### config.mk
export PLATFORM = sky130hd
export DESIGN_NAME = stereo_iir_lowpass_output_stage
export DESIGN_NICKNAME = d
export VERILOG_FILES = /design/src/hw/rtl/silos_pkg.sv /design/src/hw/rtl/silos_mac.sv /design/src/hw/rtl/stereo_iir_lowpass_output_stage.sv
export VERILOG_INCLUDE_DIRS = /design/src /design/src/hw/rtl
export SDC_FILE = /design/constraint.sdc
export NUM_CORES = 2
export LEC_CHECK = 0
export BUFFER_PORTS_ARGS = -buffer_cell sky130_fd_sc_hd__buf_2
export CAP_MARGIN = 20
export CORE_MARGIN = 2
export CORE_UTILIZATION = 55
export CTS_CLUSTER_SIZE = 20
export DETAILED_ROUTE_END_ITERATION = 8
export PLACE_DENSITY = 0.76
export SETUP_SLACK_MARGIN = 0.5
export SLEW_MARGIN = 15
export SYNTH_ARGS = -nofsm -noshare
export SYNTH_HDL_FRONTEND = slang
export SYNTH_SLANG_ARGS = --single-unit
### constraint.sdc
create_clock -name clk -period 16.9 [get_ports clk]
set_clock_uncertainty 0.15 [all_clocks]
set_input_delay 0.845 -clock clk [delete_from_list [all_inputs] [get_ports clk]]
set_output_delay 0.845 -clock clk [all_outputs]
set_load 0.005 [all_outputs]
### src/hw/rtl/stereo_iir_lowpass_output_stage_assert.svh
// ----------------------------------------------------------------------------
// Assertion macros for the stereo IIR lowpass output stage
// Concurrent checks clocked on clk and held off while rst_n is low.
// ----------------------------------------------------------------------------
`ifndef STEREO_IIR_LOWPASS_OUTPUT_STAGE_ASSERT_SVH
`define STEREO_IIR_LOWPASS_OUTPUT_STAGE_ASSERT_SVH

// Same-cycle implication
`define SILOS_ASSERT_SAME(label, ante, cons, msg) \
  label: assert property (@(posedge clk) disable iff (!rst_n) (ante) |-> (cons)) \
    else $error(msg);

// Next-cycle implication
`define SILOS_ASSERT_NEXT(label, ante, cons, msg) \
  label: assert property (@(posedge clk) disable iff (!rst_n) (ante) |=> (cons)) \
    else $error(msg);

`endif

### src/hw/rtl/silos_pkg.sv
// ----------------------------------------------------------------------------
// silos_pkg
// Shared constants, control word types and the microcode table of the
// stereo IIR lowpass output stage.
// ----------------------------------------------------------------------------
`timescale 1ns / 1ps

package silos_pkg;

  // Sizes
  localparam int MAX_SECTIONS = 8;
  localparam int SLOTS        = 4;
  localparam int SLOT_W       = 2;
  localparam int COEF_W       = 13;
  localparam int SAMPLE_W     = 32;
  localparam int OUT_W        = 16;
  localparam int SEC_W        = (MAX_SECTIONS > 1) ? $clog2(MAX_SECTIONS) : 1;
  localparam int CNT_W        = $clog2(MAX_SECTIONS + 1);
  localparam int COEF_DEPTH   = MAX_SECTIONS * SLOTS;
  localparam int HIST_DEPTH   = 2 * (1 << SEC_W);     // rows addressed by {channel, section}
  localparam int FRAC_W       = 10;                   // coefficients scaled by 1024
  localparam int PROD_W       = SAMPLE_W + COEF_W;
  localparam int ACC_W        = PROD_W + 2;           // three products summed
  localparam int STEP_W       = 4;
  localparam int STEP_LAST    = 8;

  // Input commands
  localparam logic [1:0] CMD_FRAME = 2'd0;
  localparam logic [1:0] CMD_COEF  = 2'd1;
  localparam logic [1:0] CMD_CLEAR = 2'd2;

  // Register indexes
  localparam logic CFG_FILTER_ENABLE = 1'b0;
  localparam logic CFG_SECTION_COUNT = 1'b1;

  // Coefficient slots
  localparam logic [SLOT_W-1:0] SLOT_C0 = 2'd0;
  localparam logic [SLOT_W-1:0] SLOT_C1 = 2'd1;
  localparam logic [SLOT_W-1:0] SLOT_C2 = 2'd2;
  localparam logic [SLOT_W-1:0] SLOT_C3 = 2'd3;

  typedef enum logic [1:0] {
    MUL_H0 = 2'd0,
    MUL_H1 = 2'd1,
    MUL_P  = 2'd2
  } mul_sel_t;

  typedef enum logic [1:0] {
    ACC_HOLD = 2'd0,
    ACC_LOAD = 2'd1,
    ACC_ADD  = 2'd2
  } acc_op_t;

  typedef struct packed {
    logic    mul_en;
    acc_op_t acc_op;
  } mac_ctl_t;

  typedef struct packed {
    logic              hist_rd;
    logic              coef_rd;
    logic [SLOT_W-1:0] coef_slot;
    mul_sel_t          mul_sel;
    mac_ctl_t          mac;
    logic              p_ld;
    logic              y_ld;
    logic              hist_wr;
    logic              br_sec;
  } uword_t;

  // Microprogram for one section of one channel.
  // Coefficient and history reads are registered, and so is a product; each
  // is used in the step after the read or multiply that issued it.
  function automatic uword_t ucode(input logic [STEP_W-1:0] step);
    uword_t w;
    w = '0;
    w.mul_sel    = MUL_H0;
    w.mac.acc_op = ACC_HOLD;
    case (step)
      4'd0: begin                 // fetch history row and c0
        w.hist_rd   = 1'b1;
        w.coef_rd   = 1'b1;
        w.coef_slot = SLOT_C0;
      end
      4'd1: begin                 // h0*c0, fetch c1
        w.coef_rd    = 1'b1;
        w.coef_slot  = SLOT_C1;
        w.mul_sel    = MUL_H0;
        w.mac.mul_en = 1'b1;
      end
      4'd2: begin                 // h1*c1, acc = h0*c0, fetch c2
        w.coef_rd    = 1'b1;
        w.coef_slot  = SLOT_C2;
        w.mul_sel    = MUL_H1;
        w.mac.mul_en = 1'b1;
        w.mac.acc_op = ACC_LOAD;
      end
      4'd3: begin                 // h1*c2, acc += h1*c1
        w.mul_sel    = MUL_H1;
        w.mac.mul_en = 1'b1;
        w.mac.acc_op = ACC_ADD;
      end
      4'd4: begin                 // p = o + acc/1024, acc = h1*c2
        w.p_ld       = 1'b1;
        w.mac.acc_op = ACC_LOAD;
      end
      4'd5: begin                 // p*c2, fetch c3
        w.coef_rd    = 1'b1;
        w.coef_slot  = SLOT_C3;
        w.mul_sel    = MUL_P;
        w.mac.mul_en = 1'b1;
      end
      4'd6: begin                 // h0*c3, acc += p*c2
        w.mul_sel    = MUL_H0;
        w.mac.mul_en = 1'b1;
        w.mac.acc_op = ACC_ADD;
      end
      4'd7: begin                 // acc += h0*c3
        w.mac.acc_op = ACC_ADD;
      end
      4'd8: begin                 // y = acc/1024, update history, branch
        w.y_ld    = 1'b1;
        w.hist_wr = 1'b1;
        w.br_sec  = 1'b1;
      end
      default: begin
        w.br_sec = 1'b1;
      end
    endcase
    return w;
  endfunction

  // Shift right by 8 and clamp to 16 bits
  function automatic logic [OUT_W-1:0] cut8(input logic signed [SAMPLE_W-1:0] v);
    logic signed [SAMPLE_W-1:0] s;
    s = v >>> 8;
    if (s > 32'sd32767) begin
      return 16'h7fff;
    end else if (s < -32'sd32768) begin
      return 16'h8000;
    end
    return s[OUT_W-1:0];
  endfunction

  // Saturate above 0x7fff*8 and below -0x8000*8, then shift right by 3
  function automatic logic [OUT_W-1:0] cut3(input logic signed [SAMPLE_W-1:0] v);
    logic signed [SAMPLE_W-1:0] s;
    s = v >>> 3;
    if (v > 32'sd262136) begin
      return 16'h7fff;
    end else if (v < -32'sd262144) begin
      return 16'h8000;
    end
    return s[OUT_W-1:0];
  endfunction

endpackage

### src/hw/rtl/silos_mac.sv
// ----------------------------------------------------------------------------
// silos_mac
// Shared 32x13 signed multiplier with product register, accumulator and
// divide-by-1024 rounding toward zero.
// ----------------------------------------------------------------------------
`timescale 1ns / 1ps

module silos_mac (
  input  logic                                     clk,
  input  silos_pkg::mac_ctl_t                      ctl,
  input  logic signed [silos_pkg::SAMPLE_W-1:0]    mul_a,
  input  logic signed [silos_pkg::COEF_W-1:0]      mul_b,
  output logic        [silos_pkg::SAMPLE_W-1:0]    quo
);

  logic signed [silos_pkg::PROD_W-1:0] prod_r;
  logic signed [silos_pkg::ACC_W-1:0]  acc_r;
  logic signed [silos_pkg::ACC_W-1:0]  prod_ext;
  logic                                round_up;

  // Product register
  always_ff @(posedge clk) begin
    if (ctl.mul_en) begin
      prod_r <= mul_a * mul_b;
    end
  end

  assign prod_ext = {{(silos_pkg::ACC_W - silos_pkg::PROD_W){prod_r[silos_pkg::PROD_W-1]}},
                     prod_r};

  // Accumulator
  always_ff @(posedge clk) begin
    case (ctl.acc_op)
      silos_pkg::ACC_LOAD: acc_r <= prod_ext;
      silos_pkg::ACC_ADD:  acc_r <= acc_r + prod_ext;
      default:             acc_r <= acc_r;
    endcase
  end

  // Truncating division: negative values with a fraction step up by one
  assign round_up = acc_r[silos_pkg::ACC_W-1] & (|acc_r[silos_pkg::FRAC_W-1:0]);
  assign quo = acc_r[silos_pkg::FRAC_W +: silos_pkg::SAMPLE_W]
             + {{(silos_pkg::SAMPLE_W-1){1'b0}}, round_up};

endmodule

### src/hw/rtl/stereo_iir_lowpass_output_stage.sv
// ----------------------------------------------------------------------------
// stereo_iir_lowpass_output_stage
// Turns mixed 32-bit stereo accumulators into 16-bit samples, optionally
// through a cascade of fixed-point biquad lowpass sections.
// ----------------------------------------------------------------------------
// Operation: one beat is taken at a time. With the filter on, a frame runs
// the N active sections (section_count, capped at 8): a microcoded loop of 9
// steps runs each section once per channel on one shared 32x13 multiplier,
// left channel first. With the filter off, or with N of zero, a frame goes
// straight to the output register. Coefficient writes and history clears give
// no result. The output register lets a new beat in while the last result
// waits. History is cleared at once by per-section valid bits, so no clearing
// pass follows reset; coefficients are undefined until loaded.
// ----------------------------------------------------------------------------
`timescale 1ns / 1ps
`include "stereo_iir_lowpass_output_stage_assert.svh"

module stereo_iir_lowpass_output_stage (
  input  logic                                   clk,
  input  logic                                   rst_n,
  // input beats
  input  logic                                   in_valid,
  output logic                                   in_ready,
  input  logic [1:0]                             in_cmd,
  input  logic signed [silos_pkg::SAMPLE_W-1:0]  in_left_sum,
  input  logic signed [silos_pkg::SAMPLE_W-1:0]  in_right_sum,
  input  logic [2:0]                             in_coef_section,
  input  logic [silos_pkg::SLOT_W-1:0]           in_coef_slot,
  input  logic signed [silos_pkg::COEF_W-1:0]    in_coef_value,
  // result beats
  output logic                                   out_valid,
  input  logic                                   out_ready,
  output logic signed [silos_pkg::OUT_W-1:0]     out_left,
  output logic signed [silos_pkg::OUT_W-1:0]     out_right,
  // register writes
  input  logic                                   cfg_valid,
  output logic                                   cfg_ready,
  input  logic                                   cfg_index,
  input  logic [3:0]                             cfg_data
);

  typedef enum logic [2:0] {
    S_IDLE = 3'b001,
    S_RUN  = 3'b010,
    S_DONE = 3'b100
  } state_t;

  localparam int SEC_W  = silos_pkg::SEC_W;
  localparam int CNT_W  = silos_pkg::CNT_W;
  localparam int STEP_W = silos_pkg::STEP_W;
  localparam int SW     = silos_pkg::SAMPLE_W;

  state_t                          state_r, state_nxt;
  logic [STEP_W-1:0]               step_r, step_nxt;
  logic [SEC_W-1:0]                sec_r, sec_nxt;
  logic                            chan_r, chan_nxt;
  logic                            filter_enable_r;
  logic [3:0]                      section_count_r;
  logic [silos_pkg::MAX_SECTIONS-1:0] hist_valid_r, hist_valid_nxt;
  logic                            out_valid_r, out_valid_nxt;
  logic [silos_pkg::OUT_W-1:0]     out_left_r, out_right_r;
  logic signed [SW-1:0]            val_l_r, val_r_r, p_r;

  logic [CNT_W-1:0]                n_eff;
  logic                            in_acc, cfg_acc, run, done_load;
  silos_pkg::uword_t               ctl;
  silos_pkg::mac_ctl_t             mac_ctl;
  logic [SW-1:0]                   quo;
  logic signed [SW-1:0]            cur_val, h0_eff, h1_eff, mul_a;

  // Memories
  logic signed [silos_pkg::COEF_W-1:0] coef_mem [silos_pkg::COEF_DEPTH];
  logic signed [silos_pkg::COEF_W-1:0] coef_q_r;
  logic [2*SW-1:0]                     hist_mem [silos_pkg::HIST_DEPTH];
  logic [2*SW-1:0]                     hist_q_r;

  assign in_ready  = (state_r == S_IDLE);
  assign in_acc    = in_valid & in_ready;
  assign cfg_ready = 1'b1;
  assign cfg_acc   = cfg_valid & cfg_ready;
  assign out_valid = out_valid_r;
  assign out_left  = out_left_r;
  assign out_right = out_right_r;
  assign run       = (state_r == S_RUN);
  assign done_load = (state_r == S_DONE) & (~out_valid_r | out_ready);

  // Active sections, capped
  assign n_eff = (int'(section_count_r) > silos_pkg::MAX_SECTIONS)
               ? CNT_W'(silos_pkg::MAX_SECTIONS) : CNT_W'(section_count_r);

  // Registers
  always_ff @(posedge clk) begin
    if (!rst_n) begin
      filter_enable_r <= 1'b0;
      section_count_r <= 4'd1;
    end else if (cfg_acc) begin
      if (cfg_index == silos_pkg::CFG_FILTER_ENABLE) begin
        filter_enable_r <= cfg_data[0];
      end else begin
        section_count_r <= cfg_data;
      end
    end
  end

  // Microcode fetch, gated outside the run state
  always_comb begin
    ctl     = silos_pkg::ucode(step_r);
    mac_ctl = ctl.mac;
    if (!run) begin
      ctl.hist_rd    = 1'b0;
      ctl.coef_rd    = 1'b0;
      ctl.p_ld       = 1'b0;
      ctl.y_ld       = 1'b0;
      ctl.hist_wr    = 1'b0;
      mac_ctl.mul_en = 1'b0;
      mac_ctl.acc_op = silos_pkg::ACC_HOLD;
    end
  end

  // Coefficient memory
  always_ff @(posedge clk) begin
    if (in_acc && (in_cmd == silos_pkg::CMD_COEF) &&
        (int'(in_coef_section) < silos_pkg::MAX_SECTIONS)) begin
      coef_mem[{SEC_W'(in_coef_section), in_coef_slot}] <= in_coef_value;
    end
    if (ctl.coef_rd) begin
      coef_q_r <= coef_mem[{sec_r, ctl.coef_slot}];
    end
  end

  // History memory: one row per channel and section, {h1, h0}
  assign h0_eff = hist_valid_r[sec_r] ? signed'(hist_q_r[SW-1:0])  : '0;
  assign h1_eff = hist_valid_r[sec_r] ? signed'(hist_q_r[2*SW-1:SW]) : '0;

  always_ff @(posedge clk) begin
    if (ctl.hist_wr) begin
      hist_mem[{chan_r, sec_r}] <= {h0_eff, p_r};
    end
    if (ctl.hist_rd) begin
      hist_q_r <= hist_mem[{chan_r, sec_r}];
    end
  end

  // Multiplier operand select
  always_comb begin
    case (ctl.mul_sel)
      silos_pkg::MUL_H1: mul_a = h1_eff;
      silos_pkg::MUL_P:  mul_a = p_r;
      default:           mul_a = h0_eff;
    endcase
  end

  silos_mac u_mac (
    .clk   (clk),
    .ctl   (mac_ctl),
    .mul_a (mul_a),
    .mul_b (coef_q_r),
    .quo   (quo)
  );

  assign cur_val = chan_r ? val_r_r : val_l_r;

  // Channel values: input sample, then the running section output
  always_ff @(posedge clk) begin
    if (in_acc && (in_cmd == silos_pkg::CMD_FRAME)) begin
      if (filter_enable_r) begin
        val_l_r <= in_left_sum >>> 5;
        val_r_r <= in_right_sum >>> 5;
      end else begin
        val_l_r <= in_left_sum;
        val_r_r <= in_right_sum;
      end
    end else if (ctl.y_ld) begin
      if (chan_r) begin
        val_r_r <= signed'(quo);
      end else begin
        val_l_r <= signed'(quo);
      end
    end
    if (ctl.p_ld) begin
      p_r <= cur_val + signed'(quo);
    end
  end

  // Output register
  always_ff @(posedge clk) begin
    if (done_load) begin
      if (filter_enable_r) begin
        out_left_r  <= silos_pkg::cut3(val_l_r);
        out_right_r <= silos_pkg::cut3(val_r_r);
      end else begin
        out_left_r  <= silos_pkg::cut8(val_l_r);
        out_right_r <= silos_pkg::cut8(val_r_r);
      end
    end
  end

  // Sequencer and control
  always_comb begin
    state_nxt      = state_r;
    step_nxt       = step_r;
    sec_nxt        = sec_r;
    chan_nxt       = chan_r;
    hist_valid_nxt = hist_valid_r;
    out_valid_nxt  = out_valid_r & ~out_ready;

    if (cfg_acc && (cfg_index == silos_pkg::CFG_FILTER_ENABLE) && cfg_data[0]) begin
      hist_valid_nxt = '0;
    end

    unique case (state_r)
      S_IDLE: begin
        if (in_acc) begin
          unique case (in_cmd)
            silos_pkg::CMD_FRAME: begin
              step_nxt = '0;
              sec_nxt  = '0;
              chan_nxt = 1'b0;
              if (filter_enable_r && (n_eff != '0)) begin
                state_nxt = S_RUN;
              end else begin
                state_nxt = S_DONE;
              end
            end
            silos_pkg::CMD_CLEAR: begin
              hist_valid_nxt = '0;
            end
            default: begin
            end
          endcase
        end
      end
      S_RUN: begin
        if (ctl.hist_wr && chan_r) begin
          hist_valid_nxt[sec_r] = 1'b1;
        end
        if (ctl.br_sec) begin
          step_nxt = '0;
          if (int'(sec_r) + 1 < int'(n_eff)) begin
            sec_nxt = sec_r + 1'b1;
          end else if (!chan_r) begin
            sec_nxt  = '0;
            chan_nxt = 1'b1;
          end else begin
            state_nxt = S_DONE;
          end
        end else begin
          step_nxt = step_r + 1'b1;
        end
      end
      S_DONE: begin
        if (done_load) begin
          out_valid_nxt = 1'b1;
          state_nxt     = S_IDLE;
        end
      end
      default: begin
        state_nxt = S_IDLE;
      end
    endcase
  end

  always_ff @(posedge clk) begin
    if (!rst_n) begin
      state_r      <= S_IDLE;
      step_r       <= '0;
      sec_r        <= '0;
      chan_r       <= 1'b0;
      hist_valid_r <= '0;
      out_valid_r  <= 1'b0;
    end else begin
      state_r      <= state_nxt;
      step_r       <= step_nxt;
      sec_r        <= sec_nxt;
      chan_r       <= chan_nxt;
      hist_valid_r <= hist_valid_nxt;
      out_valid_r  <= out_valid_nxt;
    end
  end

  // Checks
  `SILOS_ASSERT_NEXT(a_run_entry,
    in_acc && (in_cmd == silos_pkg::CMD_FRAME) && filter_enable_r && (n_eff != '0),
    (state_r == S_RUN) && (step_r == '0) && (sec_r == '0) && !chan_r,
    "filtered frame did not start at step zero of the left channel")
  `SILOS_ASSERT_SAME(a_sec_in_range, state_r == S_RUN,
    int'(sec_r) < int'(n_eff), "section index beyond active count")
  `SILOS_ASSERT_SAME(a_step_in_range, state_r == S_RUN,
    int'(step_r) <= silos_pkg::STEP_LAST, "microcode step beyond program end")
  `SILOS_ASSERT_NEXT(a_done_holds, (state_r == S_DONE) && out_valid_r && !out_ready,
    state_r == S_DONE, "result overwrote a beat still waiting")
  `SILOS_ASSERT_NEXT(a_clear, in_acc && (in_cmd == silos_pkg::CMD_CLEAR),
    hist_valid_r == '0, "history clear left a section valid")

endmodule
==> flow_summary_export.csv <==
group,metric,value,unit
run_status,status,"finished clean",
power_and_ir_drop,power_frac_clock,43.8,%
routing,vias_per_cell,6.42,
power_and_ir_drop,intPower,0.00711,W
finish,fillers,11300,
die,die-area,161000,um^2
sta,drv_slew,0,
power_and_ir_drop,power_frac_seq,53.1,%
setup_path,slowest_stage,"and2_2",
setup_path,end_kind,"flop",
power_and_ir_drop,powerDensity,94.1,nW/um^2
logic_synthesis,syn-cell-area,86700,um^2
finish,layout-drive-gt1-share,14.0,%
logic_synthesis,syn-instance-count,6114,
finish,final_common_cell,"edfxtp_1",
global_route,grt_max_degree,84,
setup_path,rr_startpoint,"sec_r[2]",
routing,wl_per_cell,27.4,um
setup_path,crit_path_max_incr_delay,860,ps
global_route,grt_pass1_wl,344000,um
global_route,grt_pass1_vias,53900,
sta,fin_crit_sh,68.0,%
logic_synthesis,synth-edff-count,1737,
setup_path,r2r-end,"u_mac.prod_r[38]",
worst_hold_path,min_to,"section_count_r[3]",
logic_synthesis,synth_area_per_cell,14.2,um^2
power_and_ir_drop,p_sw,0.00189,W
routing,wirelength,231000,um
setup_path,crit_fanout,48,
global_route,grt_overflow,0,
place,dp_hpwl,144000,um
clock_tree,cts-root-buf,"clkbuf_16",
finish,num-nets-final,6894,
finish,final_cells,8428,
finish,synthToLayoutAreaGrowth,10.4,%
logic_synthesis,seq_area_frac_synth,60.8,%
setup_path,path_class,"reg -> reg",
logic_synthesis,async_flop_share,0,%
sta,rsz0062_at_grt,"false",
sta,max_freq,87.1,MHz
place,gp_congestion,0.920,
sta,setup-tns-final,0,ps
clock_tree,clk_path_buf_depth,3,
global_route,grt.total_usage,28.6,%
sta,relSlewSlack,20.0,%
logic_synthesis,ys_ff_latch,1762,
die,die_h,401,um
setup_path,cp.arrival,11880,ps
power_and_ir_drop,worst_ir_drop_vdd,0.000107,V
sta,hold_violations,0,
power_and_ir_drop,p_sw_share,21.0,%
sta,worst_slew_pin_slew,1200,ps
setup_path,required,17290,ps
logic_synthesis,syn_nets,6779,
logic_synthesis,yosysWarningCount,0,
clock_tree,insertion_delay,830,ps
clock_tree,cts_tree,"built",
die,rows,145,
worst_hold_path,min_path_type,"in -> reg",
die,start_util,55.4,%
run,drv_cap,0,
die,ioPinCount,129,
clock_tree,cts-resized-gates,0,
finish,multiInputGateArea,31200,um^2
setup_path,reg2reg_depth,30,
finish,final_cell_area,95700,um^2
finish,final_cell_mix,"edfxtp_1, nand2_1, a21oi_1",
routing,drc,0,
clock_tree,clkTransAtPathRegs,60,ps
clock_tree,post-cts-setup-buffer-count,0,
logic_synthesis,ys.flop_type,"edfxtp_1",
setup_path,cp_common_cell,"fa_1",
clock_tree,cts_sinks,1762,
routing,drt_iter0_markers,7296,
place,placed_cells,8108,
setup_path,r2r_slack,5410,ps
die,coreArea,156000,um^2
power_and_ir_drop,comb_power_share,3.1,%
clock_tree,htreeDepth,4,
logic_synthesis,synth_cell_types,100,
place,port_buffers,127,
sta,setup_viol,0,
finish,regArea,52700,um^2
setup_path,start_kind,"flop",
routing,vias,54100,
place,placed_area,89700,um^2
global_route,antenna_found_initial,9,
worst_hold_path,hp-start,"cfg_data[3]",
power_and_ir_drop,p_leak,33.9,nW
clock_tree,numCtsBuffers,173,
die,die_x,401,um
routing,first_pass_iters,6,
clock_tree,hold_buffers,0,
routing,postRouteAntennaNets,0,
sta,post-route-min-period,11490,ps
worst_hold_path,min_path_cells,3,
cells by family (layout without fill, tap and decap cells):
family / count (synthesis) / in the layout / share of synthesized area [%]
AOI/OAI and AO/OA: 1186 / 1186 / 9.33
xor gates and xnor gates: 139 / 139 / 1.41
adders and majority gates: 571 / 571 / 11.5
buffers and inverters: 761 / 1015 / 3.59
DFF: 1762 / 1762 / 60.8
muxes: 375 / 375 / 6.41
other: 1 / 3 / 0.00433
and+or+nand+nor: 1319 / 1319 / 7.01
worst max-delay path by stage:
| stage | slack, ps | endpoint | from | cells past startpoint |
|---|---|---|---|---|
| 2_1_floorplan | 8910 | u_mac.prod_r[37] | step_r[0] | 30 |
| 3_3_place_gp | 5840 | u_mac.prod_r[44] | sec_r[2] | 30 |
| 3_5_place_dp | 5710 | u_mac.prod_r[38] | sec_r[2] | 30 |
| 4_1_cts | 5630 | u_mac.prod_r[34] | sec_r[2] | 30 |
| 5_1_grt | 5010 | u_mac.prod_r[34] | sec_r[2] | 30 |
| 6_report | 5410 | u_mac.prod_r[38] | sec_r[2] | 30 |
final cells by class:
| class | instances | area share (%) |
|---|---|---|
| Sequential cell | 1762 | 55.1 |
| Multi-Input combinational cell | 3591 | 32.6 |
| Clock buffer | 210 | 4.72 |
| Tap cell | 2058 | 2.69 |
| Timing Repair Buffer | 270 | 1.83 |
| Inverter | 431 | 1.69 |
| Clock inverter | 104 | 1.42 |
| Antenna cell | 2 | 0.00523 |
registers in the layout (all words and copies together) (netlist names), 8 cells and up:
register / flops
hist_mem: 1024
coef_mem: 416
hist_q_r: 64
u_mac.acc_r: 47
u_mac.prod_r: 45
p_r: 32
val_l_r: 32
val_r_r: 32
out_left: 16
out_right: 16
coef_q_r: 13
hist_valid_r: 8
power groups by stage:
stage | sequential [W] | combinational [W] | clock, W
2_1_floorplan | 0.00487 | 0.000155 | 0
3_3_place_gp | 0.00487 | 0.000263 | 0
3_5_place_dp | 0.00487 | 0.000268 | 0
4_1_cts | 0.00478 | 0.000272 | 0.00397
5_1_grt | 0.00478 | 0.000297 | 0.00413
6_report | 0.00478 | 0.000278 | 0.00394
per-layer routing:
layer | global-route usage (%) | wire length (um) | up-vias
met1 | 40.6 | 88000 | 27000
met3 | 5.87 | 28600 | 540
li1 | - | - | 22900
met2 | 44.2 | 106000 | 3678
met5 | 0 | 73 | -
met4 | 10.6 | 8780 | 12
metrics by stage:
step	hold slack, ps	power (W)	setup WS (ps)	utilization (%)
after floorplan	292	0.00502	8910	-
after global placement	306	0.00514	5840	57.3
after detailed placement	310	0.00514	5710	57.4
after CTS	96.4	0.00903	5630	61.1
after global routing	122	0.00921	5010	61.2
final	148	0.00900	5410	61.2
synth_stat cells (all sizes together), types with 49 or more instances:
library cell	n	share of area, %
a21o	49	0.42
a21oi	440	2.5
a221oi	80	1.0
a22o	67	0.68
a22oi	190	1.6
and2	159	1.1
buf	100	0.72
clkbuf	230	1.0
edfxtp	1737	60
fa	373	8.6
ha	198	2.9
inv	430	1.9
mux2	100	1.3
mux2i	141	1.6
mux4	134	3.5
nand2	570	2.5
nand3	96	0.56
nand4	60	0.45
nor2	270	1.2
o21ai	120	0.70
xnor2	99	1.0
worst max-delay path, delay by kind of cell, from the launching register on:
family,cells,cell delay (ps)
AND/OR/NAND/NOR,7,2270
XOR/XNOR,1,80
buffers and inverters,6,1710
flip-flops,1,720
adder cells (fa/ha/maj),7,3320
AO/OA/AOI/OAI,9,2880
Power figures use the tool's default switching activity.
